File: config.mk
export PLATFORM = sky130hd
export DESIGN_NAME = array_list_engine
export DESIGN_NICKNAME = d
export VERILOG_FILES = /design/src/rtl/ale_pkg.sv /design/src/rtl/array_list_engine.sv /design/src/rtl/ale_ram.sv
export SDC_FILE = /design/constraint.sdc
export NUM_CORES = 1
export LEC_CHECK = 0
export ABC_AREA = 1
export BUFFER_PORTS_ARGS = -buffer_cell sky130_fd_sc_hd__buf_2
export CORE_ASPECT_RATIO = 1.4
export CORE_UTILIZATION = 35
export CTS_CLUSTER_DIAMETER = 80
export CTS_CLUSTER_SIZE = 25
export DETAILED_ROUTE_END_ITERATION = 7
export PLACE_DENSITY = 0.57
export REMOVE_ABC_BUFFERS = 1
export SLEW_MARGIN = 40
export SYNTH_ARGS = -nofsm -noshare
export SYNTH_HDL_FRONTEND = slang
export SYNTH_SLANG_ARGS = --single-unit
File: constraint.sdc
create_clock -name i_clk -period 3.6 [get_ports i_clk]
set_input_delay 0.18 -clock i_clk [delete_from_list [all_inputs] [get_ports i_clk]]
set_output_delay 0.18 -clock i_clk [all_outputs]
set_load 0.02 [all_outputs]
File: src/rtl/ale_pkg.sv
// Shared types and constants for the array list engine.
// Holds the command codes and the input and result item structs; no dependencies.
`default_nettype none

package ale_pkg;

    // Default list depth
    localparam int ALE_CAPACITY = 16;

    // Field widths
    localparam int MODE_W  = 3;
    localparam int POS_W   = 5;
    localparam int DATA_W  = 32;
    localparam int COUNT_W = 5;

    // Command codes
    localparam logic [MODE_W-1:0] MODE_INS_AT  = 3'd0;
    localparam logic [MODE_W-1:0] MODE_DEL_AT  = 3'd1;
    localparam logic [MODE_W-1:0] MODE_LOCATE  = 3'd2;
    localparam logic [MODE_W-1:0] MODE_DEL_ALL = 3'd3;
    localparam logic [MODE_W-1:0] MODE_SORT_IN = 3'd4;
    localparam logic [MODE_W-1:0] MODE_PURGE   = 3'd5;

    // Command item
    typedef struct packed {
        logic [MODE_W-1:0]        mode;
        logic [POS_W-1:0]         position;
        logic signed [DATA_W-1:0] value;
    } t_in;

    // Result item
    typedef struct packed {
        logic               ok;
        logic [POS_W-1:0]   where;
        logic [COUNT_W-1:0] count_now;
    } t_out;

endpackage

`default_nettype wire

File: src/rtl/array_list_engine.sv
// Array list engine: length N, one command item at a time. After acceptance and a decode state,
// insert at p shifts entries up one slot from the top, delete at p streams later entries down,
// locate scans from the front, delete-all-equal compacts, sorted insert checks any last entry and
// then scans, purge runs a compaction pass per entry (one read per entry per pass); the result is
// then registered. The cost is set by the single read and write port of the entry RAM. The next
// item is taken after that. Reset clears the length and control state; the RAM keeps its data.
`default_nettype none

module array_list_engine #(
    parameter int CAPACITY = ale_pkg::ALE_CAPACITY
) (
    input  wire logic          i_clk,
    input  wire logic          i_rst_n,
    input  wire logic          i_in_valid,
    output      logic          o_in_stall,
    input  wire ale_pkg::t_in  i_in_item,
    output      logic          o_out_valid,
    input  wire logic          i_out_stall,
    output      ale_pkg::t_out o_out_item
);

    import ale_pkg::*;

    localparam int AW = (CAPACITY > 1) ? $clog2(CAPACITY) : 1;
    localparam int LW = $clog2(CAPACITY + 1);
    localparam int CW = ((LW > POS_W) ? LW : POS_W) + 1;

    typedef enum logic [3:0] {
        S_IDLE,
        S_DECODE,
        S_UP,
        S_COMPACT,
        S_FIND,
        S_LAST,
        S_LASTCHK,
        S_PKEY,
        S_PKEY2,
        S_DONE
    } t_state;

    // Control and payload registers
    t_state                   r_state, n_state;
    logic [MODE_W-1:0]        r_mode, n_mode;
    logic [POS_W-1:0]         r_pos, n_pos;
    logic signed [DATA_W-1:0] r_key, n_key;
    logic [LW-1:0]            r_len, n_len;
    logic [LW-1:0]            r_idx, n_idx;
    logic [LW-1:0]            r_wp, n_wp;
    logic [LW-1:0]            r_ins, n_ins;
    logic [LW-1:0]            r_pi, n_pi;
    logic                     r_ok, n_ok;
    logic [CW-1:0]            r_where, n_where;
    logic                     r_rd_vld;
    logic [AW-1:0]            r_rd_addr;
    logic                     r_out_valid, n_out_valid;
    t_out                     r_out_item, n_out_item;

    // RAM port signals
    logic                     rd_en;
    logic [AW-1:0]            rd_addr;
    logic                     wr_en;
    logic [AW-1:0]            wr_addr;
    logic signed [DATA_W-1:0] wr_data;
    logic signed [DATA_W-1:0] rd_data;

    // Decode helpers
    logic          accept;
    logic [CW-1:0] len_x;
    logic [CW-1:0] pos_x;
    logic [CW-1:0] cap_x;
    logic [CW-1:0] rd_addr_x;
    logic          is_sort;
    logic          is_track;
    logic          is_purge;
    logic          is_filter;
    logic          drop;
    logic          hit;

    ale_ram #(
        .WIDTH (DATA_W),
        .DEPTH (CAPACITY)
    ) u_store (
        .i_clk     (i_clk),
        .i_wr_en   (wr_en),
        .i_wr_addr (wr_addr),
        .i_wr_data (wr_data),
        .i_rd_en   (rd_en),
        .i_rd_addr (rd_addr),
        .o_rd_data (rd_data)
    );

    assign o_in_stall  = (r_state != S_IDLE);
    assign accept      = i_in_valid && !o_in_stall;
    assign o_out_valid = r_out_valid;
    assign o_out_item  = r_out_item;

    assign len_x     = CW'(r_len);
    assign pos_x     = CW'(r_pos);
    assign cap_x     = CW'(CAPACITY);
    assign rd_addr_x = CW'(r_rd_addr);
    assign is_sort   = (r_mode == MODE_SORT_IN);
    assign is_track  = (r_mode == MODE_DEL_ALL);
    assign is_purge  = (r_mode == MODE_PURGE);
    assign is_filter = (r_mode != MODE_DEL_AT);

    // Compaction drops matches except in delete-at; a scan stops on a match or first greater entry
    assign drop = is_filter && (rd_data == r_key);
    assign hit  = r_rd_vld && (is_sort ? (r_key < rd_data) : (r_key == rd_data));

    // Next-state and RAM control
    always_comb begin
        n_state     = r_state;
        n_mode      = r_mode;
        n_pos       = r_pos;
        n_key       = r_key;
        n_len       = r_len;
        n_idx       = r_idx;
        n_wp        = r_wp;
        n_ins       = r_ins;
        n_pi        = r_pi;
        n_ok        = r_ok;
        n_where     = r_where;
        n_out_valid = r_out_valid && i_out_stall;
        n_out_item  = r_out_item;
        rd_en       = 1'b0;
        rd_addr     = AW'(r_idx);
        wr_en       = 1'b0;
        wr_addr     = AW'(r_wp);
        wr_data     = rd_data;

        unique case (r_state)
            S_IDLE: begin
                if (accept) begin
                    n_mode  = i_in_item.mode;
                    n_pos   = i_in_item.position;
                    n_key   = i_in_item.value;
                    n_ok    = 1'b0;
                    n_where = '0;
                    n_state = S_DECODE;
                end
            end

            S_DECODE: begin
                n_state = S_DONE;
                unique case (r_mode)
                    MODE_INS_AT: begin
                        if (len_x < cap_x && pos_x >= CW'(1) && pos_x <= len_x + CW'(1)) begin
                            n_ok    = 1'b1;
                            n_where = pos_x;
                            n_ins   = LW'(pos_x - CW'(1));
                            n_idx   = r_len;
                            n_state = S_UP;
                        end
                    end
                    MODE_DEL_AT: begin
                        if (pos_x >= CW'(1) && pos_x <= len_x) begin
                            n_ok    = 1'b1;
                            n_where = pos_x;
                            n_idx   = LW'(pos_x);
                            n_wp    = LW'(pos_x - CW'(1));
                            n_state = S_COMPACT;
                        end
                    end
                    MODE_LOCATE: begin
                        n_idx   = '0;
                        n_state = S_FIND;
                    end
                    MODE_DEL_ALL: begin
                        n_idx   = '0;
                        n_wp    = '0;
                        n_state = S_COMPACT;
                    end
                    MODE_SORT_IN: begin
                        if (len_x < cap_x) begin
                            if (r_len == '0) begin
                                n_ok    = 1'b1;
                                n_where = CW'(1);
                                n_ins   = '0;
                                n_idx   = '0;
                                n_state = S_UP;
                            end else begin
                                n_state = S_LAST;
                            end
                        end
                    end
                    MODE_PURGE: begin
                        n_ok    = 1'b1;
                        n_pi    = '0;
                        n_state = S_PKEY;
                    end
                    default: begin
                        n_state = S_DONE;
                    end
                endcase
            end

            // Move entries up one slot from the top, then drop the value in
            S_UP: begin
                if (r_rd_vld) begin
                    wr_en   = 1'b1;
                    wr_addr = r_rd_addr + 1'b1;
                    wr_data = rd_data;
                end
                if (r_idx > r_ins) begin
                    rd_en   = 1'b1;
                    rd_addr = AW'(r_idx - 1'b1);
                    n_idx   = r_idx - 1'b1;
                end else if (!r_rd_vld) begin
                    wr_en   = 1'b1;
                    wr_addr = AW'(r_ins);
                    wr_data = r_key;
                    n_len   = r_len + 1'b1;
                    n_state = S_DONE;
                end
            end

            // Stream entries down to the write pointer, dropping matches
            S_COMPACT: begin
                if (r_rd_vld) begin
                    if (!drop) begin
                        wr_en   = 1'b1;
                        wr_addr = AW'(r_wp);
                        wr_data = rd_data;
                        n_wp    = r_wp + 1'b1;
                    end else if (is_track && !r_ok) begin
                        n_ok    = 1'b1;
                        n_where = rd_addr_x + CW'(1);
                    end
                end
                if (r_idx < r_len) begin
                    rd_en   = 1'b1;
                    rd_addr = AW'(r_idx);
                    n_idx   = r_idx + 1'b1;
                end else if (!r_rd_vld) begin
                    n_len = r_wp;
                    if (is_purge) begin
                        n_pi    = r_pi + 1'b1;
                        n_state = S_PKEY;
                    end else begin
                        n_state = S_DONE;
                    end
                end
            end

            // Scan from the front for a match or the first greater entry
            S_FIND: begin
                if (hit) begin
                    n_ok    = 1'b1;
                    n_where = rd_addr_x + CW'(1);
                    if (is_sort) begin
                        n_ins   = LW'(r_rd_addr);
                        n_idx   = r_len;
                        n_state = S_UP;
                    end else begin
                        n_state = S_DONE;
                    end
                end else if (r_idx < r_len) begin
                    rd_en   = 1'b1;
                    rd_addr = AW'(r_idx);
                    n_idx   = r_idx + 1'b1;
                end else if (!r_rd_vld) begin
                    if (is_sort) begin
                        n_ok    = 1'b1;
                        n_where = len_x + CW'(1);
                        n_ins   = r_len;
                        n_idx   = r_len;
                        n_state = S_UP;
                    end else begin
                        n_state = S_DONE;
                    end
                end
            end

            // Fetch the last entry for the sorted-insert append check
            S_LAST: begin
                rd_en   = 1'b1;
                rd_addr = AW'(r_len - 1'b1);
                n_state = S_LASTCHK;
            end

            S_LASTCHK: begin
                if (r_key >= rd_data) begin
                    n_ok    = 1'b1;
                    n_where = len_x + CW'(1);
                    n_ins   = r_len;
                    n_idx   = r_len;
                    n_state = S_UP;
                end else begin
                    n_idx   = '0;
                    n_state = S_FIND;
                end
            end

            // Fetch the key of the next purge pass
            S_PKEY: begin
                if (CW'(r_pi) + CW'(1) < len_x) begin
                    rd_en   = 1'b1;
                    rd_addr = AW'(r_pi);
                    n_state = S_PKEY2;
                end else begin
                    n_state = S_DONE;
                end
            end

            S_PKEY2: begin
                n_key   = rd_data;
                n_idx   = r_pi + 1'b1;
                n_wp    = r_pi + 1'b1;
                n_state = S_COMPACT;
            end

            // Hand the result to the output register once it is free
            S_DONE: begin
                if (!r_out_valid || !i_out_stall) begin
                    n_out_valid          = 1'b1;
                    n_out_item.ok        = r_ok;
                    n_out_item.where     = r_where[POS_W-1:0];
                    n_out_item.count_now = len_x[COUNT_W-1:0];
                    n_state              = S_IDLE;
                end
            end

            default: begin
                n_state = S_IDLE;
            end
        endcase
    end

    // State, pointers and registered outputs
    always_ff @(posedge i_clk) begin
        if (!i_rst_n) begin
            r_state     <= S_IDLE;
            r_len       <= '0;
            r_ok        <= 1'b0;
            r_rd_vld    <= 1'b0;
            r_out_valid <= 1'b0;
        end else begin
            r_state     <= n_state;
            r_len       <= n_len;
            r_ok        <= n_ok;
            r_rd_vld    <= rd_en;
            r_out_valid <= n_out_valid;
        end
        r_mode     <= n_mode;
        r_pos      <= n_pos;
        r_key      <= n_key;
        r_idx      <= n_idx;
        r_wp       <= n_wp;
        r_ins      <= n_ins;
        r_pi       <= n_pi;
        r_where    <= n_where;
        r_rd_addr  <= rd_addr;
        r_out_item <= n_out_item;
    end

    // The list never grows past its depth
    a_len_bound: assert property (@(posedge i_clk) disable iff (!i_rst_n)
        CW'(r_len) <= cap_x)
        else $error("list length above capacity");

    // A write never lands on the entry being read in the same cycle
    a_no_rw_clash: assert property (@(posedge i_clk) disable iff (!i_rst_n)
        (wr_en && rd_en) |-> (wr_addr != rd_addr))
        else $error("read and write on the same entry");

    // Compaction writes never overtake its reads
    a_wp_behind: assert property (@(posedge i_clk) disable iff (!i_rst_n)
        (r_state == S_COMPACT) |-> (r_wp <= r_idx))
        else $error("compaction write pointer ahead of read pointer");

    // The length only changes at the end of a shift or a compaction pass
    a_len_update: assert property (@(posedge i_clk) disable iff (!i_rst_n)
        (r_len != $past(r_len)) |-> (r_state == S_DONE || r_state == S_PKEY))
        else $error("length changed outside a pass end");

endmodule

`default_nettype wire

File: src/rtl/ale_ram.sv
// Generic single-write, single-read RAM with a registered read port.
// Used by the array list engine for the entry store; no dependencies.
`default_nettype none

module ale_ram #(
    parameter int WIDTH = 32,
    parameter int DEPTH = 16,
    localparam int AW = (DEPTH > 1) ? $clog2(DEPTH) : 1
) (
    input  wire logic             i_clk,
    input  wire logic             i_wr_en,
    input  wire logic [AW-1:0]    i_wr_addr,
    input  wire logic [WIDTH-1:0] i_wr_data,
    input  wire logic             i_rd_en,
    input  wire logic [AW-1:0]    i_rd_addr,
    output      logic [WIDTH-1:0] o_rd_data
);

    logic [WIDTH-1:0] r_mem [DEPTH];

    // Write, then register the read data
    always_ff @(posedge i_clk) begin
        if (i_wr_en) begin
            r_mem[i_wr_addr] <= i_wr_data;
        end
        if (i_rd_en) begin
            o_rd_data <= r_mem[i_rd_addr];
        end
    end

endmodule

`default_nettype wire
# After elaboration in Yosys (flattened, before gate mapping)
# Memories as Yosys holds them, arrays and structs flattened. A register that Yosys moved wholly into a read port is not among the register bits.
# Index checks and enable logic that the tools add are counted.
# word_totals
register_bits,92
ram_bits,512
out_inout_bits,13
n_memories,1
# mem_list
memory,words,word_bits,rd,rd_ports_with_merged_regs,write_ports,line,rtl
u_store.r_mem,16,32,1,1,1,ale_ram.sv:19,logic [WIDTH-1:0] r_mem [DEPTH];
# op_classes
addsub,11
n_lt_le_gt_ge,9
n_eq_ne,47
n_mux,114
n_reduce_logical,36
# op_table
op,count
$mux 5,42
$mux 32,4
$mux 4,20
$eq 32x32->1,2
$pmux 32 s2,1
$pmux 5 s3,3
$pmux 4 s10,1
$pmux 5 s2,4
$ge 32x32->1,1
$lt 32x32->1,1
$ne 2x2->1 const B,15
$pmux 5 s6,1
$mux 1,28
$reduce_and 14->1,2
$ne 3x3->1 const B,9
$pmux 5 s5,1
$pmux 4 s6,1
$add 5x1->5 const B,4
$pmux 5 s4,1
$eq 4x3->1 const B,4
$reduce_and 5->1,3
$add 5x1->6 const B,2
$pmux 4 s3,1
$ne 5x3->1 const B,2
41 further kinds,64

# Longest topological paths before layout
# Gate-level depths: netlist (run 1).
# depth
word_depth,7
ltp_mapped,23

# Modules after synthesis
# Synthesis (run 1) repeated with hierarchy kept, for this count alone.
# hier_totals
hier_cells,3067
area_unflattened_um2,30375.4
# by_module_without_submodules
module,n_inst,cells_each,area_per_inst_um2
ale_ram,1,2120,23050.9
array_list_engine,1,947,7324.5

# Least setup slack after synthesis (run 1)
# OpenSTA, ideal clock, no wires.
# synth_timing
path_kind,register to register
from,register r_idx[3]
to,"memory u_store.r_mem[10][0], enable pin"
arrival_time_ns,3.294
t_required_ns,3.179
slack_ns,-0.115
path_stages_with_launch,13
path_buffers,1
period_less_slack_ns,3.715
cell_sequence,edfxtp_1 > ha_1 > nand2_1 > nor2_1 > nand2_1 > nand4_1 > nand2_1 > buf_2 > o211ai_1 > nand2_1 > o22ai_1 > nand3_1 > nor2_1
# synth_between
elab_chain_cells,5
elab_cells_between_ends,7
# synth_rtl
item,line,rtl
"start, declared",array_list_engine.sv:47,"logic [LW-1:0] r_idx, n_idx;"
"start signal, assigned",array_list_engine.sv:347,r_idx <= n_idx;
$gt 5x5->1 *,array_list_engine.sv:204,if (r_idx > r_ins) begin
$mux 1,array_list_engine.sv:204,
$pmux 1 s2,array_list_engine.sv:131,unique case (r_state)
$mux 1,ale_ram.sv:23,if (i_wr_en) begin
$mux 1 (not written as such),ale_ram.sv:24,r_mem[i_wr_addr] <= i_wr_data;
"end, declared",ale_ram.sv:19,
# Every way passes the cells marked *; elsewhere a longest branch is shown, timed or not.

# Final worst setup path (run 1)
# layout_timing
from,register r_ins[3]
to,"memory u_store.r_mem[11][23], enable pin"
# layout_between
elab_chain_cells,5
elab_cells_between_ends,8
# layout_rtl
item,line,rtl
"start, declared",array_list_engine.sv:49,"logic [LW-1:0] r_ins, n_ins;"
"start signal, assigned",array_list_engine.sv:349,r_ins <= n_ins;
$gt 5x5->1,array_list_engine.sv:204,
$mux 1,array_list_engine.sv:204,
$pmux 1 s2,array_list_engine.sv:131,
$mux 1,ale_ram.sv:23,
$mux 1 (not written as such),ale_ram.sv:24,
# Parallel ways exist; a longest one is shown, timed or not.

==> impl_metrics.py, run 1 <==
metrics = {
    "cts": {
        "cts.htree.levels": 2,
        "postCtsResizedCells": 0,
        "clock-sinks": 636,
        "clkTransAtPathRegs_ns": 0.10,
        "cts_tree": "done",
        "cts_root_buf": "clkbuf_16",
        "cts-buffers-inserted": 34,
        "ctsLongestPathBuffers": 3,
        "clk_latency_ns": 0.62,
    },
    "sta": {
        "final-max-slew-violation-count": 0,
        "layout_setup_ws_ns": 0.286,
        "fmax_ghz": 0.302,
        "tightest_slew_ns": 0.736,
        "min_period_ns": 3.31,
        "rsz0062_at_grt": "no",
        "skew_ns": 0.0416,
        "maxSlewHeadroom_pct": 50.9,
        "hold_violations": 0,
        "setup_viol": 0,
        "whs_ns": 0.0968,
        "fin_crit_sh_pct": 92.1,
    },
    "drt": {
        "routed_wl_um": 89700,
        "vias": 21980,
        "routedWlPerCell_um": 21.4,
        "drc": 0,
        "dr.first_iter.drc_count": 2122,
        "met2_length_um": 44800,
        "vias_per_cell": 5.24,
        "top_layer_used": "met4",
        "antenna_left": 0,
        "drtPass1Iterations": 6,
        "wl_met1_um": 37100,
        "wl_met3_um": 4560,
    },
    "critical_path": {
        "crit_path_end_kind": "flop",
        "cp_data_arrival_time_ns": 3.62,
        "worst_path_most_repeated_cell": "nand2_1",
        "r2r_setup_slack_ns": 0.29,
        "path_cells": "inv_1 > ha_1 > nand2_1 > inv_1 > nand3_1 > nand4_1 > nand2_1 > buf_4 > o211ai_1 > a31oi_1 > nand2_1 > nor2_4 > buf_4",
        "slowest_stage": "a31oi_1",
        "worst_r2r_endpoint": "u_store.r_mem[11][23]",
        "critPathLaunch": "r_ins[3]",
        "crit_path_start_kind": "flop",
        "cp_slowest_stage_delay_ns": 0.39,
        "critPathRequiredTime_ns": 3.91,
        "worstSetupPathType": "flop to flop",
        "rr_startpoint": "r_ins[3]",
        "critPathCapture": "u_store.r_mem[11][23]",
        "crit_fanout": 9,
        "worst_r2r_path_depth": 13,
    },
    "power_and_ir_drop": {
        "switching_share_pct": 43.6,
        "p_sw_w": 0.0127,
        "clockPowerShare_pct": 15.1,
        "power.leakage_nw": 13.8,
        "combPwrFrac_pct": 49.5,
        "p_per_area_mw_per_mm2": 842,
        "power_w": 0.0291,
        "intPower_w": 0.0164,
        "vdd_ir_drop_max_mv": 0.525,
        "seqPwrFrac_pct": 35.4,
    },
    "die": {
        "core_area_mm2": 0.0855,
        "die-area_mm2": 0.0873,
        "start_util_pct": 35.3,
        "dieHeight_um": 349,
        "io_pins": 57,
        "fp-row-count": 127,
        "die_w_um": 250,
    },
    "layout": {
        "layout.nets": 3197,
        "design_area_mm2": 0.0345,
        "area_growth_pct": 14.5,
        "nFillCells": 8245,
        "utilization_pct": 40.4,
        "drive_gt1_share_pct": 10.2,
        "diodes": 0,
    },
    "yosys": {
        "synthArstFlopShare_pct": 0,
        "synthCells": 2959,
        "synth_cell_types": 47,
        "yosys_most_used_dff": "edfxtp_1",
        "synth_top_area_cell": "edfxtp_1",
        "synthTopCellsByArea": "edfxtp_1, nand2_1, nand3_1",
        "synth-seq-cells": 636,
        "synth_top_area_share_pct": 61.8,
        "ys_seq_area_share_pct": 62.8,
        "synth_edf_count": 620,
        "avgSynthCellArea_um2": 10.2,
        "ys.warnings.count": 0,
        "netlist_area_mm2": 0.0302,
    },
    "placement": {
        "port_buffers": 56,
        "dp_slack_ns": 0.264,
        "placed_area_mm2": 0.0331,
        "gp_congestion": 0.949,
        "dp_hpwl_um": 55300,
    },
    "global_route": {
        "antenna_found_initial": 0,
        "grt_pass1_wl_um": 135000,
        "gr-total-overflow": 0,
        "grt.total_usage_pct": 20.4,
        "grt_max_degree": 62,
        "grt_pass1_vias": 21331,
    },
    "min_path": {
        "holdPathStages": 6,
        "hold_class": "input port to flop",
    },
    "outcome": {
        "status": "complete, no violations",
    },
    "flow_run": {
        "drv_cap": 0,
    },
}
## timing repair
item	CTS	global route
endpoints found under the hold margin	46	0
setup endpoints to repair	0	3
setup buffers	0	3
hold buffers	42	0
## power groups by stage
stage | sequential, W | combinational (W) | clock [W]
2_1_floorplan | 0.0104 | 0.00847 | 0
3_3_place_gp | 0.0105 | 0.0143 | 0
3_5_place_dp | 0.0105 | 0.0143 | 0
4_1_cts | 0.0103 | 0.0144 | 0.00447
5_1_grt | 0.0104 | 0.0159 | 0.00469
6_report | 0.0103 | 0.0144 | 0.00439
## critical path, delay by kind of cell, from the launching register on
| kind | cells | cell delay [ns] |
|---|---|---|
| AOI/OAI and AO/OA | 2 | 0.49 |
| adders and majority gates | 1 | 0.27 |
| buffers and inverters | 4 | 0.72 |
| DFF | 1 | 0.36 |
| and+or+nand+nor | 6 | 1.16 |
## synth_stat cells (all sizes together) (5+ instances only)
cell type  number
nand3b         98
a31oi           5
inv           299
a211oi         11
nand4          12
dfxtp          16
nor2          126
clkbuf         30
a21oi          82
o21ai          67
nor3            9
nand3         548
nand2         784
xor2           11
o211ai         10
buf           127
o22ai           9
edfxtp        620
ha             64
## state kept, by name, summed over array words and instances, names as in the netlist, 3 cells and up
name / flops
r_key: 32
o_out_item: 11
r_rd_addr: 4
u_store.o_rd_data: 32
r_pos: 5
r_wp: 5
r_where: 5
r_idx: 5
u_store.r_mem: 512
r_state: 4
r_mode: 3
r_len: 5
r_pi: 5
r_ins: 5
## area by class of cell
| class | count | area (um^2) | area share, % |
|---|---|---|---|
| Sequential cell | 636 | 18900 | 54.8 |
| Multi-Input combinational cell | 1863 | 9430 | 27.3 |
| Timing Repair Buffer | 251 | 2640 | 7.64 |
| Tap cell | 1096 | 1370 | 3.97 |
| Inverter | 303 | 1140 | 3.30 |
| Clock buffer | 34 | 851 | 2.46 |
| Clock inverter | 11 | 159 | 0.460 |
## stage by stage
stage               TNS (ns)  std cells
global placement           0       4104
finish                     0       4194
global route               0       4194
floorplan            -344.67       2802
detailed placement         0       4104
CTS                        0       4191
## worst min path at each step
stage	start	endpoint	slack (ns)
floorplan	i_in_item[37]	r_mode[0]	0.28
global placement	i_in_item[39]	r_mode[2]	0.36
detailed placement	i_in_item[38]	r_mode[1]	0.36
CTS	i_in_valid	r_ok	0.09
global route	i_in_valid	r_ok	0.18
finish	i_in_valid	r_ok	0.1
## placed cells by master (no fill, tap or decap), types with 56 or more instances in the layout
cell | netlist | layout
buf_2 | 82 | 56
nand3_1 | 547 | 545
a21oi_1 | 81 | 77
nand3b_1 | 98 | 98
inv_1 | 289 | 288
ha_1 | 64 | 64
buf_12 | 0 | 63
edfxtp_1 | 620 | 620
nand2_1 | 775 | 772
nor2_1 | 116 | 100
buf_4 | 40 | 90
o21ai_0 | 64 | 64
## metal layers
layer  up-vias  track usage, %
met5         -               0
met4         0            7.69
met3       150            1.89
met2       737            35.9
met1     10734            26.0
li1      10359               -
## cell families after synthesis
group	after synthesis	synth area share [%]
and+or+nand+nor	1581	23.6
DFF	636	62.8
buffers and inverters	460	6.67
AOI/OAI and AO/OA	204	3.86
adders and majority gates	64	2.66
xor gates and xnor gates	14	0.407
Note: power is estimated with default switching activity, not from simulation.
==> run 2, diff against run 1 <==
- PLACE_DENSITY: 0.57 -> 0.56
- clock period: 3.6 -> 4.2 ns (I/O delays scaled with it)
==> impl_metrics.py, run 2 (same netlist as run 1, synthesis figures left out) <==
metrics = {
    "layout": {
        "final_cell_mix": "nand2_1, edfxtp_1, nand3_1, inv_1, nor2_1",
        "design_area_mm2": 0.0337,
        "largest_register_ff_count": 512,
        "area_growth_pct": 11.6,
        "reg_top3": "u_store.r_mem (512), r_key (32), u_store.o_rd_data (32)",
        "regMostFlops": "u_store.r_mem",
        "final_common_cell": "nand2_1",
        "drive_gt1_share_pct": 8.84,
        "utilization_pct": 39.4,
        "diodes": 0,
        "layout.nets": 3122,
        "final_cell_count_no_fill": 4118,
    },
    "drt": {
        "dr.first_iter.drc_count": 1819,
        "routed_wl_um": 87300,
        "drtPass1Iterations": 6,
        "routedWlPerCell_um": 21.2,
        "vias": 21221,
        "drc": 0,
        "antenna_left": 0,
        "vias_per_cell": 5.15,
    },
    "power_and_ir_drop": {
        "p_per_area_mw_per_mm2": 718,
        "power.leakage_nw": 13.3,
        "intPower_w": 0.0135,
        "clockPowerShare_pct": 15.3,
        "p_sw_w": 0.0107,
        "combPwrFrac_pct": 48.1,
        "seqPwrFrac_pct": 36.7,
        "switching_share_pct": 44.1,
        "vdd_ir_drop_max_mv": 0.679,
    },
    "critical_path": {
        "critPathRequiredTime_ns": 4.45,
        "r2r_setup_slack_ns": 0.40,
        "crit_path_start_kind": "flop",
        "crit_fanout": 19,
        "worstSetupPathType": "flop to flop",
        "cp_data_arrival_time_ns": 4.04,
        "crit_path_end_kind": "flop",
    },
    "cts": {
        "postCtsResizedCells": 0,
        "cts_root_buf": "clkbuf_16",
        "ctsLongestPathBuffers": 3,
        "cts_tree": "done",
        "clk_latency_ns": 0.60,
        "clock-sinks": 636,
        "cts.htree.levels": 2,
        "postCtsSetupBuffers": 0,
        "cts-buffers-inserted": 34,
        "clkTransAtPathRegs_ns": 0.10,
    },
    "sta": {
        "fin_crit_sh_pct": 90.5,
        "maxSlewHeadroom_pct": 48.4,
        "hold_violations": 0,
        "final-max-slew-violation-count": 0,
        "tightest_slew_ns": 0.774,
        "rsz0062_at_grt": "no",
        "fmax_ghz": 0.263,
        "whs_ns": 0.0104,
        "setup_viol": 0,
        "min_period_ns": 3.80,
        "skew_ns": 0.0299,
    },
    "global_route": {
        "top_usage_layer": "met2",
        "grt.total_usage_pct": 19.9,
        "gr-total-overflow": 0,
        "grt_pass1_vias": 20590,
        "antenna_found_initial": 0,
        "grt_max_degree": 119,
        "use_met1_pct": 24.1,
        "met3_usage_pct": 2.11,
        "met2_usage_pct": 35.9,
        "grt_pass1_wl_um": 130000,
    },
    "die": {
        "die_w_um": 250,
        "dieHeight_um": 349,
        "fp-row-count": 127,
        "core_area_mm2": 0.0855,
        "start_util_pct": 35.3,
        "io_pins": 57,
        "die-area_mm2": 0.0873,
    },
    "placement": {
        "dp_hpwl_um": 51100,
        "placed_area_mm2": 0.0323,
        "port_buffers": 56,
        "post-place-cells": 4039,
        "gp_congestion": 0.940,
    },
    "outcome": {
        "status": "complete, no violations",
    },
    "min_path": {
        "hold_class": "input port to flop",
    },
    "flow_run": {
        "drv_cap": 0,
    },
}
run 2: layout make-up:
type                            count  area [um^2]
Inverter                          303         1140
Clock inverter                      8          113
Sequential cell                   636        18900
Clock buffer                       36          880
Timing Repair Buffer              176         1720
Multi-Input combinational cell   1863         9500
Fill cell                        8272        51800
Tap cell                         1096         1370
run 2: repair_timing:
| action | in CTS | in global routing |
|---|---|---|
| setup endpoints to repair | 0 | 0 |
| endpoints found under the hold margin | 39 | 0 |
| hold buffers | 35 | 0 |
run 2: power groups by stage:
stage	registers (W)	clock network (W)	logic (W)
after floorplan	0.00896	0	0.00729
after global placement	0.00901	0	0.0115
after detailed placement	0.00900	0	0.0116
after CTS	0.00886	0.00378	0.0117
after global routing	0.00892	0.00394	0.0129
final	0.00886	0.00370	0.0116
run 2: per-layer routing:
layer	share of wire, %	routed length, um
met5	0	0
met4	3.7	3210
met3	4.0	3470
met2	51	44800
met1	41	35700
run 2: critical path: stages, from the launching register on:
cell	delay, ns
edfxtp_1	0.40
inv_1	0.10
ha_1	0.46
nand2_1	0.11
nor2_1	0.21
nand2_1	0.14
inv_1	0.09
nand3_1	0.12
o41ai_1	0.44
nand3_2	0.40
nand3_1	0.52
nand2_1	0.10
nor2_1	0.33
run 2: final timing paths:
path / from / to / cells after the start
worst min-delay path: i_in_item[18] / r_key[18] / 3
worst min register to register: r_where[1] / o_out_item[6] / 0
worst max register to register: u_store.o_rd_data[31] / r_where[4] / 12
worst max-delay path: u_store.o_rd_data[31] / r_where[4] / 12
run 2: metrics by stage:
stage	worst slack [ns]	total power (W)	setup TNS, ns
after floorplan	-3.66	0.0163	-120.52
final	0.401	0.0242	0
after global placement	0.510	0.0205	0
after global routing	0.244	0.0258	0
after detailed placement	0.516	0.0206	0
after CTS	0.448	0.0243	0
